[src/rtl/core/sec2cal_pkg.sv]
`timescale 1ns / 1ps
`default_nettype none
// ----------------------------------------------------------------------------
// Seconds to calendar conversion package
// Epoch settings, calendar constants and reciprocals for the constant
// divisions of the conversion pipeline.
// ----------------------------------------------------------------------------
package sec2cal_pkg;

  localparam int unsigned EPOCH_YEAR    = 1970;
  localparam int unsigned EPOCH_WEEKDAY = 4;

  localparam int unsigned BASE_YEAR    = 1600;
  localparam int unsigned ERA_YEARS    = 400;
  localparam int unsigned ERA_DAYS     = 146097;
  localparam int unsigned CENT_DAYS    = 36524;
  localparam int unsigned QUAD_DAYS    = 1461;
  localparam int unsigned YEAR_DAYS    = 365;
  localparam int unsigned SECS_PER_MIN = 60;
  localparam int unsigned MINS_PER_HR  = 60;
  localparam int unsigned WEEK_DAYS    = 7;

  // Month index counted from March; January and February come last.
  localparam logic [3:0] MP_JAN = 4'd10;
  localparam logic [3:0] MP_MAR_OFS = 4'd3;
  localparam logic [3:0] MP_JAN_OFS = 4'd9;

  // Seconds per day is 675 * 2^7; divide the upper 25 bits by 675.
  localparam int unsigned     DAY_DIV   = 675;
  localparam int unsigned     DAY_SHIFT = 35;
  localparam longint unsigned DAY_RECIP_L =
    ((64'd1 << DAY_SHIFT) + 64'(DAY_DIV) - 64'd1) / 64'(DAY_DIV);
  localparam logic [25:0]     DAY_RECIP = 26'(DAY_RECIP_L);

  // Seconds of day / 60 as (tod >> 2) / 15.
  localparam int unsigned TOD_RECIP = ((1 << 19) + 14) / 15;
  // Minutes of day / 60 as (mt >> 2) / 15.
  localparam int unsigned HR_RECIP  = ((1 << 13) + 14) / 15;
  // Weekday sum / 7.
  localparam int unsigned WD_RECIP  = ((1 << 19) + WEEK_DAYS - 1) / WEEK_DAYS;
  // Day of century / 1461.
  localparam int unsigned Q_RECIP   = ((1 << 27) + QUAD_DAYS - 1) / QUAD_DAYS;
  // (5 * day of year + 2) / 153.
  localparam int unsigned MP_RECIP  = ((1 << 19) + 152) / 153;

  typedef struct packed {
    logic [4:0] hour;
    logic [5:0] minute;
    logic [5:0] second;
    logic [2:0] weekday;
  } sec2cal_tw_t;

  // Days from March 1, 1600 to January 1 of year y.
  function automatic int unsigned epoch_offset(input int unsigned y);
    int unsigned yp;
    int unsigned yoe;
    int unsigned doe;
    yp  = y - 1;
    yoe = yp % 400;
    doe = yoe * 365 + yoe / 4 - yoe / 100 + 306;
    return (yp / 400 - 4) * ERA_DAYS + doe;
  endfunction

  localparam int unsigned EPOCH_OFFSET = epoch_offset(EPOCH_YEAR);

  // First day of year (from March 1) of each month index.
  function automatic logic [8:0] month_start(input logic [3:0] mp);
    logic [8:0] ms;
    unique case (mp)
      4'd0:    ms = 9'd0;
      4'd1:    ms = 9'd31;
      4'd2:    ms = 9'd61;
      4'd3:    ms = 9'd92;
      4'd4:    ms = 9'd122;
      4'd5:    ms = 9'd153;
      4'd6:    ms = 9'd184;
      4'd7:    ms = 9'd214;
      4'd8:    ms = 9'd245;
      4'd9:    ms = 9'd275;
      4'd10:   ms = 9'd306;
      4'd11:   ms = 9'd337;
      default: ms = 9'd0;
    endcase
    return ms;
  endfunction

endpackage
`default_nettype wire

[src/rtl/core/seconds_to_calendar_datetime.sv]
`timescale 1ns / 1ps
`default_nettype none
// ----------------------------------------------------------------------------
// Seconds count to calendar date and time
// Pipelined conversion of a 32-bit seconds count into year, month, day,
// weekday, hour, minute and second.
// ----------------------------------------------------------------------------
// Usage:
//   Drive in_epoch_seconds and pulse start; a transaction is taken at each
//   rising edge with start high and busy low. busy is high only while rst_n
//   is low, so a new count may enter every cycle (one transaction per cycle
//   sustained).
//   The result shows on the out_ ports for exactly one cycle with out_valid
//   high, after it passes through the ten register stages of the pipeline
//   (split by reciprocal multiplies, then era, century, leap cycle, year and
//   month reduction).
//   Results leave in input order. The receiver cannot stall: a result not
//   taken in its cycle is gone.
//   Synchronous reset (rst_n low) drops every transaction in flight;
//   out_valid is low in the cycle after reset.
// ----------------------------------------------------------------------------
module seconds_to_calendar_datetime (
  input  wire logic        clk,
  input  wire logic        rst_n,
  input  wire logic        start,
  output logic             busy,
  input  wire logic [31:0] in_epoch_seconds,
  output logic             out_valid,
  output logic [11:0]      out_year,
  output logic [3:0]       out_month,
  output logic [4:0]       out_day_of_month,
  output logic [2:0]       out_weekday,
  output logic [4:0]       out_hour,
  output logic [5:0]       out_minute,
  output logic [5:0]       out_second
);
  import sec2cal_pkg::*;

  logic        accept;
  logic [9:0]  vld_r;

  logic [31:0] secs_r;
  logic [15:0] day1_r;
  logic [24:0] x1_r;
  logic [6:0]  lo1_r;
  logic [16:0] tod2_r;
  logic [17:0] z2_r;
  logic [15:0] w2_r;
  logic [16:0] tod3_r;
  logic [10:0] mt3_r;
  logic [17:0] doe3_r;
  logic [15:0] w3_r;
  logic [12:0] wq3_r;
  logic [5:0]  sec4_r;
  logic [4:0]  hour4_r;
  logic [10:0] mt4_r;
  logic [1:0]  c4_r;
  logic [15:0] doc4_r;
  logic [2:0]  wd4_r;
  sec2cal_tw_t tw5_r;
  logic [1:0]  c5_r;
  logic [15:0] doc5_r;
  logic [4:0]  q5_r;
  logic [10:0] doq6_r;
  logic [8:0]  ycq6_r;
  logic [8:0]  doy7_r;
  logic [8:0]  yoe7_r;
  logic [8:0]  doy8_r;
  logic [8:0]  yoe8_r;
  logic [3:0]  mp8_r;
  logic [8:3]  era_r;
  sec2cal_tw_t tw_r [6:8];

  logic [50:0] day_prod;
  logic [15:0] day1_nxt;
  logic [25:0] day_back;
  logic [25:0] day_rem;
  logic [16:0] tod2_nxt;
  logic [30:0] tod_prod;
  logic [10:0] mt3_nxt;
  logic        era3_nxt;
  logic [17:0] doe3_nxt;
  logic [32:0] wd_prod;
  logic [12:0] wq3_nxt;
  logic [5:0]  sec4_nxt;
  logic [18:0] hr_prod;
  logic [4:0]  hour4_nxt;
  logic [1:0]  c4_nxt;
  logic [17:0] cent_base;
  logic [15:0] doc4_nxt;
  logic [2:0]  wd4_nxt;
  logic [5:0]  min5_nxt;
  logic [32:0] q_prod;
  logic [4:0]  q5_nxt;
  logic [10:0] doq6_nxt;
  logic [8:0]  ycq6_nxt;
  logic [1:0]  yq7;
  logic [8:0]  doy7_nxt;
  logic [10:0] mp_arg;
  logic [22:0] mp_prod;
  logic [3:0]  mp8_nxt;
  logic [4:0]  day9_nxt;
  logic [3:0]  month9_nxt;
  logic [11:0] year9_nxt;

  assign busy   = !rst_n;
  assign accept = start && !busy;

  always_comb begin
    // Whole days and seconds of day.
    day_prod = 51'(secs_r[31:7]) * 51'(DAY_RECIP);
    day1_nxt = day_prod[50:35];
    day_back = 26'(day1_r) * 26'(DAY_DIV);
    day_rem  = 26'(x1_r) - day_back;
    tod2_nxt = {day_rem[9:0], lo1_r};

    // Time of day.
    tod_prod  = 31'(tod2_r[16:2]) * 31'(TOD_RECIP);
    mt3_nxt   = tod_prod[29:19];
    sec4_nxt  = 6'(tod3_r - 17'(mt3_r) * 17'(SECS_PER_MIN));
    hr_prod   = 19'(mt3_r[10:2]) * 19'(HR_RECIP);
    hour4_nxt = hr_prod[17:13];
    min5_nxt  = 6'(mt4_r - 11'(hour4_r) * 11'(MINS_PER_HR));

    // Weekday.
    wd_prod = 33'(w2_r) * 33'(WD_RECIP);
    wq3_nxt = wd_prod[31:19];
    wd4_nxt = 3'(w3_r - 16'(wq3_r) * 16'(WEEK_DAYS));

    // Era and day of era, counted from March 1, 1600.
    era3_nxt = (z2_r >= 18'(ERA_DAYS));
    doe3_nxt = era3_nxt ? (z2_r - 18'(ERA_DAYS)) : z2_r;

    // Century within era; the last century is one day longer.
    priority if (doe3_r >= 18'(3 * CENT_DAYS)) begin
      c4_nxt = 2'd3;
    end else if (doe3_r >= 18'(2 * CENT_DAYS)) begin
      c4_nxt = 2'd2;
    end else if (doe3_r >= 18'(CENT_DAYS)) begin
      c4_nxt = 2'd1;
    end else begin
      c4_nxt = 2'd0;
    end
    cent_base = 18'(c4_nxt) * 18'(CENT_DAYS);
    doc4_nxt  = 16'(doe3_r - cent_base);

    // Leap cycle within century.
    q_prod   = 33'(doc4_r) * 33'(Q_RECIP);
    q5_nxt   = q_prod[31:27];
    doq6_nxt = 11'(doc5_r - 16'(q5_r) * 16'(QUAD_DAYS));
    ycq6_nxt = 9'(c5_r) * 9'd100 + {2'b00, q5_r, 2'b00};

    // Year within leap cycle; the last year is one day longer.
    priority if (doq6_r >= 11'(3 * YEAR_DAYS)) begin
      yq7 = 2'd3;
    end else if (doq6_r >= 11'(2 * YEAR_DAYS)) begin
      yq7 = 2'd2;
    end else if (doq6_r >= 11'(YEAR_DAYS)) begin
      yq7 = 2'd1;
    end else begin
      yq7 = 2'd0;
    end
    doy7_nxt = 9'(doq6_r - 11'(yq7) * 11'(YEAR_DAYS));

    // Month index from March.
    mp_arg  = 11'(doy7_r) * 11'd5 + 11'd2;
    mp_prod = 23'(mp_arg) * 23'(MP_RECIP);
    mp8_nxt = mp_prod[22:19];

    day9_nxt   = 5'(doy8_r - month_start(mp8_r) + 9'd1);
    month9_nxt = (mp8_r < MP_JAN) ? (mp8_r + MP_MAR_OFS) : (mp8_r - MP_JAN_OFS);
    year9_nxt  = 12'(BASE_YEAR) + (era_r[8] ? 12'(ERA_YEARS) : 12'd0)
                 + 12'(yoe8_r) + 12'(mp8_r >= MP_JAN);
  end

  always_ff @(posedge clk) begin
    if (!rst_n) begin
      vld_r <= '0;
    end else begin
      vld_r <= {vld_r[8:0], accept};
    end
  end

  always_ff @(posedge clk) begin
    secs_r <= in_epoch_seconds;

    day1_r <= day1_nxt;
    x1_r   <= secs_r[31:7];
    lo1_r  <= secs_r[6:0];

    tod2_r <= tod2_nxt;
    z2_r   <= 18'(day1_r) + 18'(EPOCH_OFFSET);
    w2_r   <= day1_r + 16'(EPOCH_WEEKDAY);

    tod3_r   <= tod2_r;
    mt3_r    <= mt3_nxt;
    era_r[3] <= era3_nxt;
    doe3_r   <= doe3_nxt;
    w3_r     <= w2_r;
    wq3_r    <= wq3_nxt;

    sec4_r  <= sec4_nxt;
    hour4_r <= hour4_nxt;
    mt4_r   <= mt3_r;
    c4_r    <= c4_nxt;
    doc4_r  <= doc4_nxt;
    wd4_r   <= wd4_nxt;

    tw5_r.hour    <= hour4_r;
    tw5_r.minute  <= min5_nxt;
    tw5_r.second  <= sec4_r;
    tw5_r.weekday <= wd4_r;
    c5_r          <= c4_r;
    doc5_r        <= doc4_r;
    q5_r          <= q5_nxt;

    doq6_r <= doq6_nxt;
    ycq6_r <= ycq6_nxt;

    doy7_r <= doy7_nxt;
    yoe7_r <= ycq6_r + 9'(yq7);

    doy8_r <= doy7_r;
    yoe8_r <= yoe7_r;
    mp8_r  <= mp8_nxt;

    era_r[8:4] <= era_r[7:3];
    tw_r[6]    <= tw5_r;
    tw_r[7]    <= tw_r[6];
    tw_r[8]    <= tw_r[7];

    out_year         <= year9_nxt;
    out_month        <= month9_nxt;
    out_day_of_month <= day9_nxt;
    out_weekday      <= tw_r[8].weekday;
    out_hour         <= tw_r[8].hour;
    out_minute       <= tw_r[8].minute;
    out_second       <= tw_r[8].second;
  end

  assign out_valid = vld_r[9];

  a_latency: assert property (@(posedge clk) disable iff (!rst_n)
    accept |-> ##10 out_valid)
    else $error("transaction did not reach the output on time");

  a_date_range: assert property (@(posedge clk) disable iff (!rst_n)
    out_valid |-> (out_month >= 4'd1) && (out_month <= 4'd12) &&
                  (out_day_of_month >= 5'd1))
    else $error("month or day out of range");

  a_feb_len: assert property (@(posedge clk) disable iff (!rst_n)
    out_valid && (out_month == 4'd2) |-> (out_day_of_month <= 5'd29))
    else $error("February day beyond 29");

  a_time_range: assert property (@(posedge clk) disable iff (!rst_n)
    out_valid |-> (out_hour < 5'd24) && (out_minute < 6'd60) &&
                  (out_second < 6'd60) && (out_weekday < 3'd7))
    else $error("time of day or weekday out of range");

endmodule
`default_nettype wire

[config.mk]
export PLATFORM = sky130hd
export DESIGN_NAME = seconds_to_calendar_datetime
export DESIGN_NICKNAME = d
export VERILOG_FILES = /design/src/rtl/core/sec2cal_pkg.sv /design/src/rtl/core/seconds_to_calendar_datetime.sv
export SDC_FILE = /design/constraint.sdc
export NUM_CORES = 2
export LEC_CHECK = 0
export BUFFER_PORTS_ARGS = -buffer_cell sky130_fd_sc_hd__clkbuf_2
export CAP_MARGIN = 20
export CORE_MARGIN = 3
export CORE_UTILIZATION = 55
export DETAILED_ROUTE_END_ITERATION = 7
export GPL_ROUTABILITY_DRIVEN = 1
export HOLD_SLACK_MARGIN = 0.05
export PLACE_DENSITY_LB_ADDON = 0.25
export SETUP_SLACK_MARGIN = 0.1
export SYNTH_ARGS = -nofsm -noshare
export SYNTH_HDL_FRONTEND = slang
export SYNTH_SLANG_ARGS = --single-unit
[constraint.sdc]
create_clock -name clk -period 9.2 [get_ports clk]
set_clock_uncertainty 0.05 [all_clocks]
set_input_delay 0.46 -clock clk [delete_from_list [all_inputs] [get_ports clk]]
set_output_delay 0.46 -clock clk [all_outputs]
set_load 0.02 [all_outputs]
==> impl_metrics.prom <==
# TYPE chip_impl_metric gauge
chip_impl_metric{name="final_min_period_over_clock_period",unit="%"} 82.56
chip_impl_info{name="synth_flop_type",value="sky130_fd_sc_hd__dfxtp_1"} 1
chip_impl_metric{name="route.vias.total",unit=""} 21863
chip_impl_metric{name="timing.final.hold_violations",unit=""} 0
chip_impl_info{name="post-synth-top-count-cell",value="sky130_fd_sc_hd__ha_1"} 1
chip_impl_metric{name="initialDrtViolationCount",unit=""} 913
chip_impl_metric{name="placement_rows",unit=""} 91
chip_impl_info{name="post-synth-top-area-cell",value="sky130_fd_sc_hd__ha_1"} 1
chip_impl_metric{name="synthDominantCellAreaShare",unit="%"} 28.98
chip_impl_metric{name="layout_area_growth_over_synthesis",unit="%"} 9.397
chip_impl_metric{name="die-width",unit="um"} 258.5
chip_impl_metric{name="synth_warnings",unit=""} 0
chip_impl_metric{name="final_layout_size_suffix_gt1_share",unit="%"} 5.101
chip_impl_metric{name="grt.overflow.total",unit=""} 0
chip_impl_metric{name="max_cap_violations",unit=""} 0
chip_impl_metric{name="initial_utilization",unit="%"} 56.19
chip_impl_metric{name="antenna-diode-count",unit=""} 0
chip_impl_metric{name="max-clock-path-buffers",unit=""} 3
chip_impl_metric{name="vias_in_the_first_global_route",unit=""} 23685
chip_impl_metric{name="synth_sequential_area_ratio",unit="%"} 23.18
chip_impl_metric{name="io_pins",unit=""} 78
chip_impl_metric{name="die_height",unit="um"} 258.5
chip_impl_metric{name="synth_async_sr_flop_share",unit="%"} 0
chip_impl_metric{name="placedCellCount",unit=""} 4172
chip_impl_metric{name="synth-seq-cells",unit=""} 406
chip_impl_info{name="crit_type",value="flop to flop"} 1
chip_impl_metric{name="grt_usage",unit="%"} 20.62
chip_impl_metric{name="worst_hold_slack",unit="ns"} 0.1505
chip_impl_info{name="rsz0062_at_grt",value="false"} 1
chip_impl_metric{name="worst-r2r-setup-slack",unit="ns"} 1.60
chip_impl_metric{name="fp.coreArea",unit="mm^2"} 0.06239
chip_impl_metric{name="timing.setup.tns",unit="ns"} 0
chip_impl_info{name="run_status",value="complete, no violations"} 1
chip_impl_metric{name="drt_antenna_net_count",unit=""} 0
chip_impl_metric{name="synth_area",unit="mm^2"} 0.03506
chip_impl_info{name="critPathLaunchType",value="flop"} 1
chip_impl_info{name="tritoncts_clock_tree",value="built"} 1
chip_impl_info{name="hp-start",value="rst_n"} 1
chip_impl_metric{name="worst-path-max-fanout",unit=""} 6
chip_impl_metric{name="io_buffers",unit=""} 77
chip_impl_metric{name="post_route_minimum_period",unit="ns"} 7.596
chip_impl_metric{name="gpl.final_weighted_congestion",unit=""} 0.9085
chip_impl_metric{name="final_nets",unit=""} 4678
chip_impl_metric{name="final_max_slew_violation_count",unit=""} 0
chip_impl_metric{name="number_of_buffers_added_by_the_clock_tree_synthesis_step",unit=""} 44
chip_impl_metric{name="cts_htree_levels",unit=""} 2
chip_impl_metric{name="first_pass_iteration_count_of_the_detailed_router",unit=""} 5
chip_impl_metric{name="path_clk_slew",unit="ns"} 0.06
chip_impl_metric{name="fmax",unit="MHz"} 131.7
chip_impl_metric{name="die_area",unit="mm^2"} 0.06681
chip_impl_info{name="cts.root.buffer_cell",value="sky130_fd_sc_hd__clkbuf_16"} 1
chip_impl_metric{name="synth.avg_cell_area",unit="um^2"} 10.72
chip_impl_metric{name="dp_hpwl",unit="mm"} 56.46
chip_impl_metric{name="wl_per_cell",unit="um"} 15.42
chip_impl_metric{name="arrival",unit="ns"} 8.03
chip_impl_metric{name="first_pass_grt_wire_length",unit="mm"} 113.1
chip_impl_metric{name="drt-total-wl",unit="mm"} 66.11
chip_impl_info{name="worstSetupStartpoint",value="doy7_r[1]"} 1
chip_impl_metric{name="worst_ep_required_time",unit="ns"} 9.63
chip_impl_metric{name="drt_drc_violations_left",unit=""} 0
chip_impl_metric{name="detailedPlace.worstSlack",unit="ns"} 1.643
chip_impl_metric{name="tightestPinTransition",unit="ns"} 0.8357
chip_impl_metric{name="post_cts.resized_instances",unit=""} 0
chip_impl_metric{name="setup_slack",unit="ns"} 1.604
chip_impl_info{name="synth_top_cells_by_area",value="sky130_fd_sc_hd__ha_1 29%, sky130_fd_sc_hd__fa_1 24%, sky130_fd_sc_hd__dfxtp_1 23%"} 1
chip_impl_info{name="yosys-top-cells-count",value="812 x sky130_fd_sc_hd__ha_1, 811 x sky130_fd_sc_hd__inv_1, 417 x sky130_fd_sc_hd__fa_1, 406 x sky130_fd_sc_hd__dfxtp_1, 135 x sky130_fd_sc_hd__xnor2_1"} 1
chip_impl_metric{name="worstSkewPairLatency",unit="ns"} 0.59
chip_impl_metric{name="finalNonFillerCells",unit=""} 4287
chip_impl_metric{name="grt_max_degree",unit=""} 17
chip_impl_metric{name="synthesis.instances",unit=""} 3270
chip_impl_info{name="worst_setup_path_end_kind",value="flop"} 1
chip_impl_metric{name="grt_antenna_before_repair",unit=""} 0
chip_impl_metric{name="detail_route.vias_per_cell",unit=""} 5.100
chip_impl_metric{name="slew_margin_rel",unit="%"} 44.21
chip_impl_info{name="hp-class",value="input pin to flop"} 1
chip_impl_metric{name="setup-violations-final",unit=""} 0
chip_impl_metric{name="cts_post_setup_buffers_inserted",unit=""} 0
chip_impl_metric{name="synth_nets",unit=""} 4534
chip_impl_metric{name="count_of_flip_flops_with_a_built_in_enable_after_synthesis",unit=""} 0
chip_impl_metric{name="ff2ff_path_depth",unit=""} 27
chip_impl_metric{name="cts_num_sinks",unit=""} 406
chip_impl_metric{name="fill_cells",unit=""} 5146
chip_impl_info{name="worstReg2RegStart",value="doy7_r[1]"} 1
chip_impl_metric{name="post_synth_num_cell_types",unit=""} 71
## stage by stage
step	area (um^2)	utilization (%)
after global routing	38350	61.47
final	38350	61.47
after global placement	36450	58.41
after floorplan	35060	-
after CTS	38350	61.47
after detailed placement	36450	58.41
## registers in the layout (all words and copies together) (netlist names), 12 cells and up, named ones only
| register | flops |
|---|---|
| w2_r | 16 |
| tod2_r | 17 |
| doe3_r | 18 |
| out_year | 12 |
| tw_r | 60 |
| doc4_r | 16 |
| z2_r | 15 |
| secs_r | 32 |
| tw5_r | 20 |
| day1_r | 16 |
## layout make-up
type                    count  area (um^2)  share of cell area, %
flip-flops and latches    406         8128                  21.19
multi-input cells        2040        23840                  62.15
well taps                 837         1047                  2.731
inverters                 812         3048                  7.947
clock inverters            26        380.4                 0.9918
clock buffers              56         1196                  3.119
repair buffers            110        715.7                  1.866
## worst max-delay path, stage by stage (launching register included)
cell and delay (ns):
sky130_fd_sc_hd__dfxtp_1 0.43, sky130_fd_sc_hd__ha_1 0.27, sky130_fd_sc_hd__ha_1 0.34, sky130_fd_sc_hd__o211a_1 0.14
sky130_fd_sc_hd__o21a_1 0.20, sky130_fd_sc_hd__o21a_1 0.20, sky130_fd_sc_hd__o21a_1 0.18, sky130_fd_sc_hd__o21ai_1 0.15
sky130_fd_sc_hd__a21boi_1 0.13, sky130_fd_sc_hd__nor2_1 0.22, sky130_fd_sc_hd__xnor2_1 0.16, sky130_fd_sc_hd__ha_1 0.33
sky130_fd_sc_hd__inv_1 0.09, sky130_fd_sc_hd__fa_1 0.47, sky130_fd_sc_hd__fa_1 0.51, sky130_fd_sc_hd__fa_1 0.52
sky130_fd_sc_hd__fa_1 0.54, sky130_fd_sc_hd__inv_1 0.04, sky130_fd_sc_hd__ha_1 0.31, sky130_fd_sc_hd__a21oi_1 0.15
sky130_fd_sc_hd__o2111ai_1 0.13, sky130_fd_sc_hd__a211oi_1 0.53, sky130_fd_sc_hd__o21ai_0 0.22, sky130_fd_sc_hd__xor2_1 0.39
sky130_fd_sc_hd__inv_1 0.14, sky130_fd_sc_hd__ha_1 0.22, sky130_fd_sc_hd__nor2b_1 0.16, sky130_fd_sc_hd__mux2_2 0.28
## repair_timing
item,CTS,global route
hold endpoints to repair,33,0
setup endpoints to repair,0,0
hold buffers,33,0
## cells by family after synthesis
logic type / share of synthesized area (%)
fa+ha+maj: 52.79
simple gates: 4.319
buf+inv: 8.823
compound gates: 5.957
flops: 23.18
mux: 0.1785
xor+xnor: 4.747
## routing by layer
metal  track usage [%]  up-vias  wire length (um)
met5                 0        -                 0
met4             5.794        0              1702
met3             2.492      100              2084
met2             36.91      332             33540
met1             26.27    10681             28780
li1                  -    10750                 -
## placed cells by master, fill, tap and decap left out, types with 7 or more instances in the layout
| cell | n |
|---|---|
| sky130_fd_sc_hd__nand3_1 | 37 |
| sky130_fd_sc_hd__a21o_1 | 41 |
| sky130_fd_sc_hd__clkbuf_1 | 7 |
| sky130_fd_sc_hd__a31oi_1 | 7 |
| sky130_fd_sc_hd__o211ai_1 | 8 |
| sky130_fd_sc_hd__ha_1 | 812 |
| sky130_fd_sc_hd__xnor2_1 | 135 |
| sky130_fd_sc_hd__dlygate4sd3_1 | 33 |
| sky130_fd_sc_hd__nor3_1 | 22 |
| sky130_fd_sc_hd__o2111ai_1 | 7 |
| sky130_fd_sc_hd__xor2_1 | 55 |
| sky130_fd_sc_hd__clkbuf_2 | 77 |
| sky130_fd_sc_hd__and3_1 | 16 |
| sky130_fd_sc_hd__a211oi_1 | 12 |
| sky130_fd_sc_hd__dfxtp_1 | 406 |
| sky130_fd_sc_hd__nor4_1 | 7 |
| sky130_fd_sc_hd__inv_1 | 811 |
| sky130_fd_sc_hd__nand2_1 | 70 |
| sky130_fd_sc_hd__clkbuf_16 | 44 |
| sky130_fd_sc_hd__nand2b_1 | 11 |
| sky130_fd_sc_hd__and2_1 | 13 |
| sky130_fd_sc_hd__o21bai_1 | 7 |
| sky130_fd_sc_hd__nor2b_1 | 21 |
| sky130_fd_sc_hd__clkinvlp_4 | 9 |
| sky130_fd_sc_hd__nand4_1 | 17 |
| sky130_fd_sc_hd__nor2_1 | 66 |
| sky130_fd_sc_hd__fa_1 | 417 |
| sky130_fd_sc_hd__o21ai_0 | 54 |
| sky130_fd_sc_hd__a21oi_1 | 92 |
| sky130_fd_sc_hd__o21a_1 | 18 |
## worst min path at each step
stage / to / slack, ns / cells after the start
floorplan: c5_r[0] / 0.26 / 0
global placement: tod3_r[0] / 0.26 / 0
detailed placement: lo1_r[2] / 0.26 / 0
CTS: vld_r[9] / 0.12 / 2
global route: vld_r[9] / 0.16 / 2
finish: vld_r[9] / 0.15 / 2
Power is left out: the tool's default activity adds up to more than one toggle a clock period on the data nets, which glitch-free logic cannot reach.
